<file path="src/rtl/bti_pkg.sv">
// ----------------------------------------------------------------------------
// bti_pkg: shared types and constants
// Item codes, register map and field widths of the bilinear table interpolator.
// ----------------------------------------------------------------------------
package bti_pkg;

  typedef enum logic [1:0] {
    OP_QUERY    = 2'd0,
    OP_SPEED_BP = 2'd1,
    OP_ANGLE_BP = 2'd2,
    OP_CELL     = 2'd3
  } op_t;

  localparam int VAL_W   = 16;  // Q8.8 values
  localparam int FRAC_W  = 17;  // Q1.16 fraction, 65536 is 1.0
  localparam int ANGLE_W = 17;
  localparam int ROW_W   = 5;
  localparam int COL_W   = 4;

  localparam int PADDR_W = 4;
  localparam int PDATA_W = 32;

  localparam logic [PADDR_W-1:0] REG_SPEED_COUNT = 4'h0;
  localparam logic [PADDR_W-1:0] REG_ANGLE_COUNT = 4'h4;
  localparam logic [PADDR_W-1:0] REG_TABLE_READY = 4'h8;

  localparam logic [4:0] SPEED_COUNT_RST = 5'd2;
  localparam logic [5:0] ANGLE_COUNT_RST = 6'd2;

endpackage

</file>
<file path="src/rtl/bti_blend.sv">
// ----------------------------------------------------------------------------
// bti_blend: two-level linear blend
// Speed blends of both rows registered, then the angle blend.
// ----------------------------------------------------------------------------
module bti_blend
  import bti_pkg::*;
(
  input  logic              clk,
  input  logic              en,
  input  logic [VAL_W-1:0]  c00,
  input  logic [VAL_W-1:0]  c01,
  input  logic [VAL_W-1:0]  c10,
  input  logic [VAL_W-1:0]  c11,
  input  logic [FRAC_W-1:0] ft,
  input  logic [FRAC_W-1:0] fa,
  output logic [VAL_W-1:0]  value
);

  // floor(a + (b - a) * t / 65536), always between a and b
  function automatic logic [VAL_W-1:0] lerp(input logic [VAL_W-1:0] a,
                                            input logic [VAL_W-1:0] b,
                                            input logic [FRAC_W-1:0] t);
    logic signed [VAL_W:0]  df;
    logic signed [35:0]     s;
    df = $signed({1'b0, b}) - $signed({1'b0, a});
    s  = $signed({4'b0, a, 16'b0}) + 36'(df * $signed({1'b0, t}));
    return s[31:16];
  endfunction

  logic [VAL_W-1:0]  r0_r, r1_r;
  logic [FRAC_W-1:0] fa_r;

  always_ff @(posedge clk) begin
    if (en) begin
      r0_r <= lerp(c00, c01, ft);
      r1_r <= lerp(c10, c11, ft);
      fa_r <= fa;
    end
  end

  assign value = lerp(r0_r, r1_r, fa_r);

endmodule

</file>
<file path="config.mk">
export PLATFORM = sky130hd
export DESIGN_NAME = bti_blend
export DESIGN_NICKNAME = d
export VERILOG_FILES = /design/src/rtl/bti_pkg.sv /design/src/rtl/bti_blend.sv
export SDC_FILE = /design/constraint.sdc
export NUM_CORES = 2
export LEC_CHECK = 0
export BUFFER_PORTS_ARGS = -buffer_cell sky130_fd_sc_hd__buf_4
export CORE_ASPECT_RATIO = 0.8
export CORE_MARGIN = 5
export CORE_UTILIZATION = 40
export DETAILED_ROUTE_END_ITERATION = 12
export PLACE_DENSITY = 0.6
export SYNTH_ARGS = -nofsm -noshare
export SYNTH_HDL_FRONTEND = slang
export SYNTH_SLANG_ARGS = --single-unit
</file>
<file path="constraint.sdc">
create_clock -name clk -period 9.55 [get_ports clk]
set_input_delay 0.955 -clock clk [delete_from_list [all_inputs] [get_ports clk]]
set_output_delay 0.955 -clock clk [all_outputs]
set_load 0.02 [all_outputs]
</file>
==> results_dict.tcl <==
set metrics [dict create \
    startpoint "r1_r[0]" \
    syn_nets 4880 \
    dr.first_iter.drc_count 1153 \
    post-route-util 0.438 \
    slowest_delay_ns 0.54 \
    endpoint_kind "output port" \
    async_flop_share 0 \
    start_kind "flip-flop" \
    critPathArrivalTime_ns 8.34 \
    clock_sinks 49 \
    clock-root-buffer "clkbuf_16" \
    crit_fanout 4 \
    cp.buffers_inverters 6 \
    syn_inst 3658 \
    crit_top_cell "fa_1" \
    min_path_type "input pin to flip-flop" \
    synth_cell_type_count 59 \
    syn_area_per_cell_um2 8.87 \
    die_x_um 329 \
    cts_tree "built" \
    min_path_cells 1 \
    cp.required_ns 8.60 \
    overflow 0 \
    seqCellArea_um2 1470 \
    start_util 0.403 \
    hold_viol_final 0 \
    outcome "complete, no violations" \
    slew_viol_final 0 \
    grt_pass1_wl_mm 131 \
    layout_min_cycle_time_ns 9.29 \
    critPathTopFamily "adder cells" \
    htree_num_levels 2 \
    grt_use_total 0.186 \
    core_area_um2 80500 \
    fillers 8036 \
    synth-seq-area-share 0.0453 \
    min_to "fa_r[5]" \
    grt_max_degree 50 \
    worst_pin_slew_ns 0.866 \
    hold_buffers 0 \
    crit_slowest_cell "fa_1" \
    worst-setup-path-type "flip-flop to output port" \
    via_count 22900 \
    routed_via_density 4.73 \
    wl_per_cell_um 15.9 \
    hpwl_mm 64.3 \
    hp-start "fa[5]" \
    synth-edff-count 49 \
    postRouteAntennaNets 0 \
    finalCritPeriodShare 0.973 \
    area_growth_pct 8.73 \
    drc 0 \
    drive_above_1_share 0.0718 \
    die_y_um 265 \
    maxCapViolations 0 \
    path_clk_slew_ns 0.07 \
    layout.nets 4967 \
    synth_seq_cells 49 \
    std_cell_rows 93 \
    cts_buffers 5 \
    io_buffer_count 115 \
    syn_area_um2 32500 \
    grt_pass1_vias 24700 \
    antenna_found_initial 0 \
    die_area_um2 87000 \
    yosysWarnings 0 \
    routabilityCongestion 0.844 \
    holdWs_ns 0.817 \
    fmax_mhz 108 \
    dp.cells 4813 \
    ys.flop_type "edfxtp_1" \
    slew_headroom 0.420 \
    multiInputGateArea_um2 26800 \
    setup_viol 0 \
    wirelength_mm 76.8 \
    layoutNonFillerInstCount 4838 \
    drt_pass1_iterations 5 \
    ios 116 \
    clock_path_buffers 2 \
]
## synthesized netlist by cell type (all sizes together) (2+ instances only)
library cell | n | share of area
o21a | 21 | 0.0049
ha | 405 | 0.16
a21boi | 2 | 0.00046
and3 | 7 | 0.0013
nor3 | 25 | 0.0040
nand2 | 486 | 0.056
a31oi | 4 | 0.0012
nand4 | 8 | 0.0015
xnor3 | 3 | 0.0021
a21oi | 56 | 0.0086
o41ai | 2 | 0.00077
a41oi | 2 | 0.00054
fa | 717 | 0.44
and2 | 256 | 0.049
xnor2 | 67 | 0.018
o221ai | 2 | 0.00054
clkbuf | 118 | 0.014
o21ai | 37 | 0.0058
nor2b | 101 | 0.019
nand2b | 10 | 0.0019
xor2 | 25 | 0.0067
o31ai | 2 | 0.00062
a211oi | 9 | 0.0022
o21bai | 7 | 0.0016
o211ai | 5 | 0.0012
o31a | 3 | 0.00081
inv | 1040 | 0.12
nor2 | 95 | 0.011
o2111ai | 7 | 0.0023
a21o | 22 | 0.0051
and4 | 4 | 0.0011
and3b | 3 | 0.00081
nand3 | 18 | 0.0028
edfxtp | 49 | 0.045
or3 | 4 | 0.00077
or2 | 23 | 0.0044
## registers in the layout, summed over array words and instances, names as in the netlist
signal and flops:
r1_r 16, r0_r 16, fa_r 17
## through the flow
step / area, um^2 / setup slack (ns) / setup TNS [ns]
final: 35300 / 0.257 / 0
after global routing: 35300 / -0.0739 / -0.168
after CTS: 35000 / 0.00825 / 0
after detailed placement: 34800 / 0.266 / 0
after global placement: 34800 / 0.324 / 0
after floorplan: 32500 / 0.761 / 0
## kinds of logic after synthesis
group | Yosys count | synth area share
xor+xnor | 95 | 0.0269
compound gates | 190 | 0.0399
simple gates | 1043 | 0.156
buf+inv | 1159 | 0.134
fa+ha+maj | 1122 | 0.598
flops | 49 | 0.0453
## timing repair
action	CTS	global route
pin swaps	0	15
resized for setup	1	39
buffers inserted	0	17
setup endpoints to repair	1	9
## layer usage
layer  wire (um)  up-vias  track usage
met3        3700       48       0.0165
met2       34500      508        0.300
met5           0        -            0
met4        1190        0       0.0255
li1            -    10800            -
met1       37400    11500        0.283
## cells in the final DEF (no fill, tap or decap), types with 17 or more instances in the layout
| master | n |
|---|---|
| inv_1 | 1036 |
| buf_4 | 189 |
| or2_2 | 21 |
| and2_1 | 256 |
| edfxtp_1 | 49 |
| xnor2_1 | 61 |
| fa_1 | 715 |
| nor2b_1 | 100 |
| xor2_1 | 25 |
| o21a_1 | 21 |
| a21o_1 | 22 |
| a21oi_1 | 52 |
| nand2_1 | 486 |
| nor3_1 | 23 |
| nor2_1 | 94 |
| o21ai_0 | 32 |
| nand3_1 | 17 |
| ha_1 | 402 |
## worst max-delay path by stage
stage	cells past startpoint	end
2_1_floorplan	32	value[15]
3_3_place_gp	31	r0_r[15]
3_5_place_dp	30	r0_r[15]
4_1_cts	33	value[15]
5_1_grt	33	value[15]
6_report	33	value[15]
## area by class of cell
type / instances / share of cell area
multi-input combinational: 2450 / 0.760
inverter: 1040 / 0.111
timing repair buffer: 199 / 0.0446
sequential: 49 / 0.0417
tap: 1092 / 0.0387
clock buffer: 5 / 0.00354
clock inverter: 2 / 0.00110
antenna: 1 / 0.0000709
Power is left out: the tool's default activity adds up to more than one toggle a clock period on the data nets, which glitch-free logic cannot reach.
