**src/rtl/bti_pkg.sv**
```systemverilog
// ----------------------------------------------------------------------------
// bti_pkg: shared types and constants
// Item codes, register map and field widths of the bilinear table interpolator.
// ----------------------------------------------------------------------------
package bti_pkg;

  typedef enum logic [1:0] {
    OP_QUERY    = 2'd0,
    OP_SPEED_BP = 2'd1,
    OP_ANGLE_BP = 2'd2,
    OP_CELL     = 2'd3
  } op_t;

  localparam int VAL_W   = 16;  // Q8.8 values
  localparam int FRAC_W  = 17;  // Q1.16 fraction, 65536 is 1.0
  localparam int ANGLE_W = 17;
  localparam int ROW_W   = 5;
  localparam int COL_W   = 4;

  localparam int PADDR_W = 4;
  localparam int PDATA_W = 32;

  localparam logic [PADDR_W-1:0] REG_SPEED_COUNT = 4'h0;
  localparam logic [PADDR_W-1:0] REG_ANGLE_COUNT = 4'h4;
  localparam logic [PADDR_W-1:0] REG_TABLE_READY = 4'h8;

  localparam logic [4:0] SPEED_COUNT_RST = 5'd2;
  localparam logic [5:0] ANGLE_COUNT_RST = 6'd2;

endpackage

```
**src/rtl/bti_locate.sv**
```systemverilog
// ----------------------------------------------------------------------------
// bti_locate: breakpoint store, interval search and fraction divider
// Clamp, search, bound fetch, then a 16-stage restoring divider. 19 stages.
// ----------------------------------------------------------------------------
module bti_locate
  import bti_pkg::*;
#(
  parameter int N = 16
) (
  input  logic                          clk,
  input  logic                          en,
  input  logic                          bp_we,
  input  logic [((N > 1) ? $clog2(N) : 1)-1:0] bp_waddr,
  input  logic [VAL_W-1:0]              bp_wdata,
  input  logic [$clog2(N+1)-1:0]        n,
  input  logic [ANGLE_W-1:0]            x,
  output logic [((N > 1) ? $clog2(N) : 1)-1:0] idx,
  output logic [FRAC_W-1:0]             frac
);

  localparam int IW = (N > 1) ? $clog2(N) : 1;
  localparam int NW = $clog2(N+1);
  localparam int DIV_STEPS = 16;

  logic [VAL_W-1:0] bp_r [N];

  always_ff @(posedge clk) begin
    if (bp_we) begin
      bp_r[bp_waddr] <= bp_wdata;
    end
  end

  // stage a: clamp, low bound first
  logic [VAL_W-1:0] lo, hi, xc;
  logic [VAL_W-1:0] xa_r;
  logic [NW-1:0]    na_r;

  always_comb begin
    lo = bp_r[0];
    hi = bp_r[IW'(n - 1'b1)];
    if (x < {1'b0, lo}) begin
      xc = lo;
    end else if (x > {1'b0, hi}) begin
      xc = hi;
    end else begin
      xc = x[VAL_W-1:0];
    end
  end

  always_ff @(posedge clk) begin
    if (en) begin
      xa_r <= xc;
      na_r <= n;
    end
  end

  // stage b: last breakpoint at or below x, stop at first above, capped at n-2
  logic [IW-1:0]    kk;
  logic             found;
  logic [IW-1:0]    kb_r;
  logic [VAL_W-1:0] xb_r;

  always_comb begin
    found = 1'b0;
    kk    = '0;
    for (int i = 0; i < N; i++) begin
      if (!found && i < int'(na_r)) begin
        if (bp_r[i] <= xa_r) begin
          kk = IW'(i);
        end else begin
          found = 1'b1;
        end
      end
    end
    if (int'(kk) > int'(na_r) - 2) begin
      kk = IW'(int'(na_r) - 2);
    end
  end

  always_ff @(posedge clk) begin
    if (en) begin
      kb_r <= kk;
      xb_r <= xa_r;
    end
  end

  // stage c: interval bounds, divider setup
  logic [VAL_W-1:0] b0, b1, diff, dd;
  logic             live;

  always_comb begin
    b0   = bp_r[kb_r];
    b1   = bp_r[IW'(kb_r + 1'b1)];
    live = (b1 > b0) && (xb_r > b0);
    diff = xb_r - b0;
    dd   = b1 - b0;
  end

  logic [VAL_W-1:0] rem_r  [DIV_STEPS+1];
  logic [VAL_W-1:0] d_r    [DIV_STEPS+1];
  logic [15:0]      q_r    [DIV_STEPS+1];
  logic             sat_r  [DIV_STEPS+1];
  logic             zero_r [DIV_STEPS+1];
  logic [IW-1:0]    k_r    [DIV_STEPS+1];

  always_ff @(posedge clk) begin
    if (en) begin
      rem_r[0]  <= diff;
      d_r[0]    <= dd;
      q_r[0]    <= '0;
      sat_r[0]  <= live && (diff >= dd);
      zero_r[0] <= !live;
      k_r[0]    <= kb_r;
    end
  end

  // one quotient bit per stage; remainder stays below the divisor while the dividend starts below it
  for (genvar j = 1; j <= DIV_STEPS; j++) begin : g_div
    logic [VAL_W:0] r2;
    logic           ge;

    always_comb begin
      r2 = {rem_r[j-1], 1'b0};
      ge = (r2 >= {1'b0, d_r[j-1]});
    end

    always_ff @(posedge clk) begin
      if (en) begin
        rem_r[j]  <= ge ? VAL_W'(r2 - {1'b0, d_r[j-1]}) : r2[VAL_W-1:0];
        d_r[j]    <= d_r[j-1];
        q_r[j]    <= {q_r[j-1][14:0], ge};
        sat_r[j]  <= sat_r[j-1];
        zero_r[j] <= zero_r[j-1];
        k_r[j]    <= k_r[j-1];
      end
    end
  end

  always_comb begin
    idx = k_r[DIV_STEPS];
    if (zero_r[DIV_STEPS]) begin
      frac = '0;
    end else if (sat_r[DIV_STEPS]) begin
      frac = FRAC_W'(17'h10000);
    end else begin
      frac = {1'b0, q_r[DIV_STEPS]};
    end
  end

endmodule

```
**config.mk**
```make
export PLATFORM = sky130hd
export DESIGN_NAME = bti_locate
export DESIGN_NICKNAME = d
export VERILOG_FILES = /design/src/rtl/bti_pkg.sv /design/src/rtl/bti_locate.sv
export SDC_FILE = /design/constraint.sdc
export NUM_CORES = 2
export LEC_CHECK = 0
export BUFFER_PORTS_ARGS = -buffer_cell sky130_fd_sc_hd__buf_2
export CAP_MARGIN = 20
export CORE_UTILIZATION = 57
export CTS_CLUSTER_SIZE = 28
export DETAILED_ROUTE_END_ITERATION = 12
export PLACE_DENSITY = 0.73
export SLEW_MARGIN = 30
export SYNTH_ARGS = -nofsm -noshare
export SYNTH_HDL_FRONTEND = slang
export SYNTH_SLANG_ARGS = --single-unit
```
**constraint.sdc**
```tcl
create_clock -name clk -period 8.3 [get_ports clk]
set_input_delay 1.66 -clock clk [delete_from_list [all_inputs] [get_ports clk]]
set_output_delay 1.66 -clock clk [all_outputs]
set_load 0.01 [all_outputs]
```
==> summary.txt <==
Min path
  – Min-delay src: sat_r[0][4]$_DFFE_PP_
  – Hold Path Class: reg2reg

STA
  – Final hold vios: 0
  – Tightest Pin Transition: 1.08 ns
  – RSZ-0062 raised after global routing: no
  – Final setup viols: 0
  – Fin crit share: 72.3%
  – Fin crit period: 6.00 ns
  – Pins Over Slew Limit: 0
  – Skew final: 0.0615 ns
  – Maximum clock rate: 167 MHz
  – Setup TNS: 0 ns
  – Worst slew margin: 28.1%
  – Hold WS: 0.395 ns

Floorplan
  – Die area: 110000 um2
  – Die W: 331 um
  – Core area: 107000 um2
  – Starting density of the core: 57.6%
  – Die Y-Extent: 331 um
  – # IOs: 66
  – Rows: 120

Detailed routing
  – Residual DRC: 0
  – First drt pass iteration count: 6
  – Wire per inst: 24.8 um
  – Drt total wl: 159000 um
  – Vias per cell: 6.41
  – Via count: 41000
  – DRT iter0 DRCs: 4435
  – Routed Antenna Nets: 0

Pwr
  – Net Sw Frac: 37.0%
  – Sw power: 9.21 mW
  – Combinational share of power: 47.1%
  – Internal power: 15.7 mW
  – P_leak: 26.3 nW
  – Power Dens Cells: 368 nW/um2
  – Max VDD drop: 0.226 mV
  – Sequential Power Share: 33.4%
  – Clock Power Share: 19.5%

Logic synthesis
  – Post-synthesis cell count: 4775
  – Post-synth EDFFs: 1047
  – Syn_area_per_cell: 13.0 um2
  – Most area-consuming cells after synthesis: edfxtp_1 51%, ha_1 12%, mux4_2 8.7%
  – Synth top area share: 50.8%
  – #FFs+latches synth: 1051
  – Cell taking the most area after synthesis: edfxtp_1
  – Post-synthesis sequential area ratio: 50.9%
  – Commonest cells post-synth: 1047 x edfxtp_1, 601 x ha_1, 466 x inv_1
  – Yosys warns: 0
  – Top FF cell, synth: edfxtp_1
  – Distinct cell type count after synthesis: 86
  – Syn Nets: 5438
  – Mapped Area: 61900 um2
  – FFs w/ async S/R, synth: 0%
  – Top-count cell post-synth: edfxtp_1

GRT
  – Gr ovfl total: 0
  – Global-route wire length before repair: 239000 um
  – Vias in the first global route: 40200
  – Total GRT Usage: 28.8%
  – Largest net degree at the start of global routing: 176
  – Antenna violations before repair: 10

Setup path
  – CP max FO: 39
  – Most used cell, CP: buf_4
  – Flop2flop setup slack: 2.31 ns
  – CP arrival: 6.43 ns
  – Max incr delay on CP: 0.99 ns
  – Critical R2R Capture: kb_r[2]$_DFFE_PP_
  – Critical path class: in2reg
  – Reg2reg path depth: 20
  – FF-to-FF Start: xa_r[7]$_DFFE_PP_
  – CP max-delay cell: ha_2
  – Crit path from: n[0]
  – Crit-path leading delay family: buffers and inverters
  – Worst path cell trace: buf_4 -> inv_1 -> ha_2 -> buf_4 -> mux4_2 -> mux4_2 -> inv_1 -> ha_1 -> nand2_1 -> nor4_1 -> o21ai_0 -> a221oi_4 -> buf_4 -> mux2i_1 -> mux2i_1
  – CP required: 8.72 ns
  – Worst setup SP type: input pin
  – CP Depth: 15
  – WP buf/inv: 5
  – Crit. End Element: flip-flop
  – Setup crit end: xa_r[8]$_DFFE_PP_

Run
  – Max-cap violations: 0

Clock network
  – Post-CTS setup buffers: 0
  – Post-CTS Hold Buffers: 0
  – TritonCTS clock tree: built
  – Clock latency on the worst-skew pair: 0.72 ns
  – Number of buffers created by CTS: 111
  – H-tree Lvls: 3
  – Clk sinks: 1051
  – Resize count post-CTS: 0
  – Max clock buf depth: 3
  – Clk slew on worst S/H paths: 0.06 ns
  – Clock Tree Root: clkbuf_16

Cells and area
  – Area Overhead vs Synth: 9.36%
  – Area occupied by multi-input gates: 28300 um2
  – Fill cells: 8034
  – Fraction of layout cells with a size suffix above 1: 15.7%
  – Fin util: 63.0%
  – Sequential standard cell area: 31500 um2
  – Fin nets: 5564

Status
  – Status: finished clean

Placed design
  – Port buffer count: 65
  – Post-DP HPWL: 118000 um
  – Placer Congestion: 0.980
## flip-flops by register name, summed over array words and instances, names as in the netlist, named ones only
register / count
kb_r: 4
sat_r: 17
k_r: 68
xb_r: 16
d_r: 256
rem_r: 256
na_r: 5
q_r: 136
bp_r: 256
zero_r: 17
xa_r: 16
## worst min-delay path by stage
stage	endpoint	slack [ns]	cells past startpoint
after floorplan	k_r[0][10]$_DFFE_PP_	0.40	0
after global placement	k_r[0][5]$_DFFE_PP_	0.40	0
after detailed placement	k_r[0][15]$_DFFE_PP_	0.40	0
after CTS	q_r[0][97]$_DFFE_PP_	0.41	0
after global routing	zero_r[0][5]$_DFFE_PP_	0.41	0
final	sat_r[0][5]$_DFFE_PP_	0.39	0
## kinds of logic (layout without fill, tap and decap cells)
logic type | after synthesis | in the layout | share of synthesized area, %
XOR/XNOR | 184 | 184 | 2.60
adder cells (fa/ha/maj) | 618 | 618 | 12.7
other | 0 | 6 | 0
AO/OA/AOI/OAI | 867 | 867 | 9.01
AND/OR/NAND/NOR | 1022 | 1022 | 8.46
multiplexers | 465 | 465 | 12.7
buffers and inverters | 568 | 782 | 3.54
flip-flops | 1051 | 1051 | 50.9
## cells in the final DEF (no fill, tap or decap), drive strengths merged, types with 110 or more instances in the layout
cell type / synthesis / final
a21oi: 283 / 283
buf: 45 / 115
clkbuf: 57 / 130
edfxtp: 1047 / 1047
ha: 601 / 601
inv: 466 / 471
mux2: 179 / 179
mux4: 240 / 240
nand2: 176 / 176
nand3: 110 / 110
nor2: 242 / 242
o21ai: 170 / 170
xnor2: 145 / 145
## cell type report
cell class              count  share of cell area (%)
inverters                 466                    2.58
well taps                1403                    2.59
clock inverters            71                    1.02
repair buffers            115                    1.17
flip-flops and latches   1051                    46.6
diodes                      6                  0.0222
clock buffers             130                    4.21
multi-input cells        3156                    41.8
## stage by stage
step / total power, mW / cells / area, um2 / worst slack, ns
floorplan: 16.9 / 4775 / 61900 / 1.26
global placement: 19.7 / 6188 / 64000 / 1.75
detailed placement: 19.9 / 6189 / 64100 / 1.60
CTS: 24.9 / 6390 / 67600 / 2.34
global route: 26.5 / 6392 / 67700 / 2.07
finish: 24.9 / 6398 / 67700 / 2.30
## power groups by stage
| stage | clock (mW) | sequential, mW | combinational, mW |
|---|---|---|---|
| final | 4.87 | 8.31 | 11.7 |
| after global placement | 0 | 8.40 | 11.3 |
| after CTS | 4.94 | 8.32 | 11.7 |
| after global routing | 5.13 | 8.41 | 13.0 |
| after detailed placement | 0 | 8.40 | 11.5 |
| after floorplan | 0 | 7.93 | 9.01 |
## per-layer routing
metal	track usage [%]	wire, um	vias to the layer above
met5	0	27	-
li1	-	-	18700
met2	46.0	73600	1869
met3	7.86	15200	395
met4	11.9	7340	4
met1	37.0	62600	20100
Power figures use the tool's default switching activity.
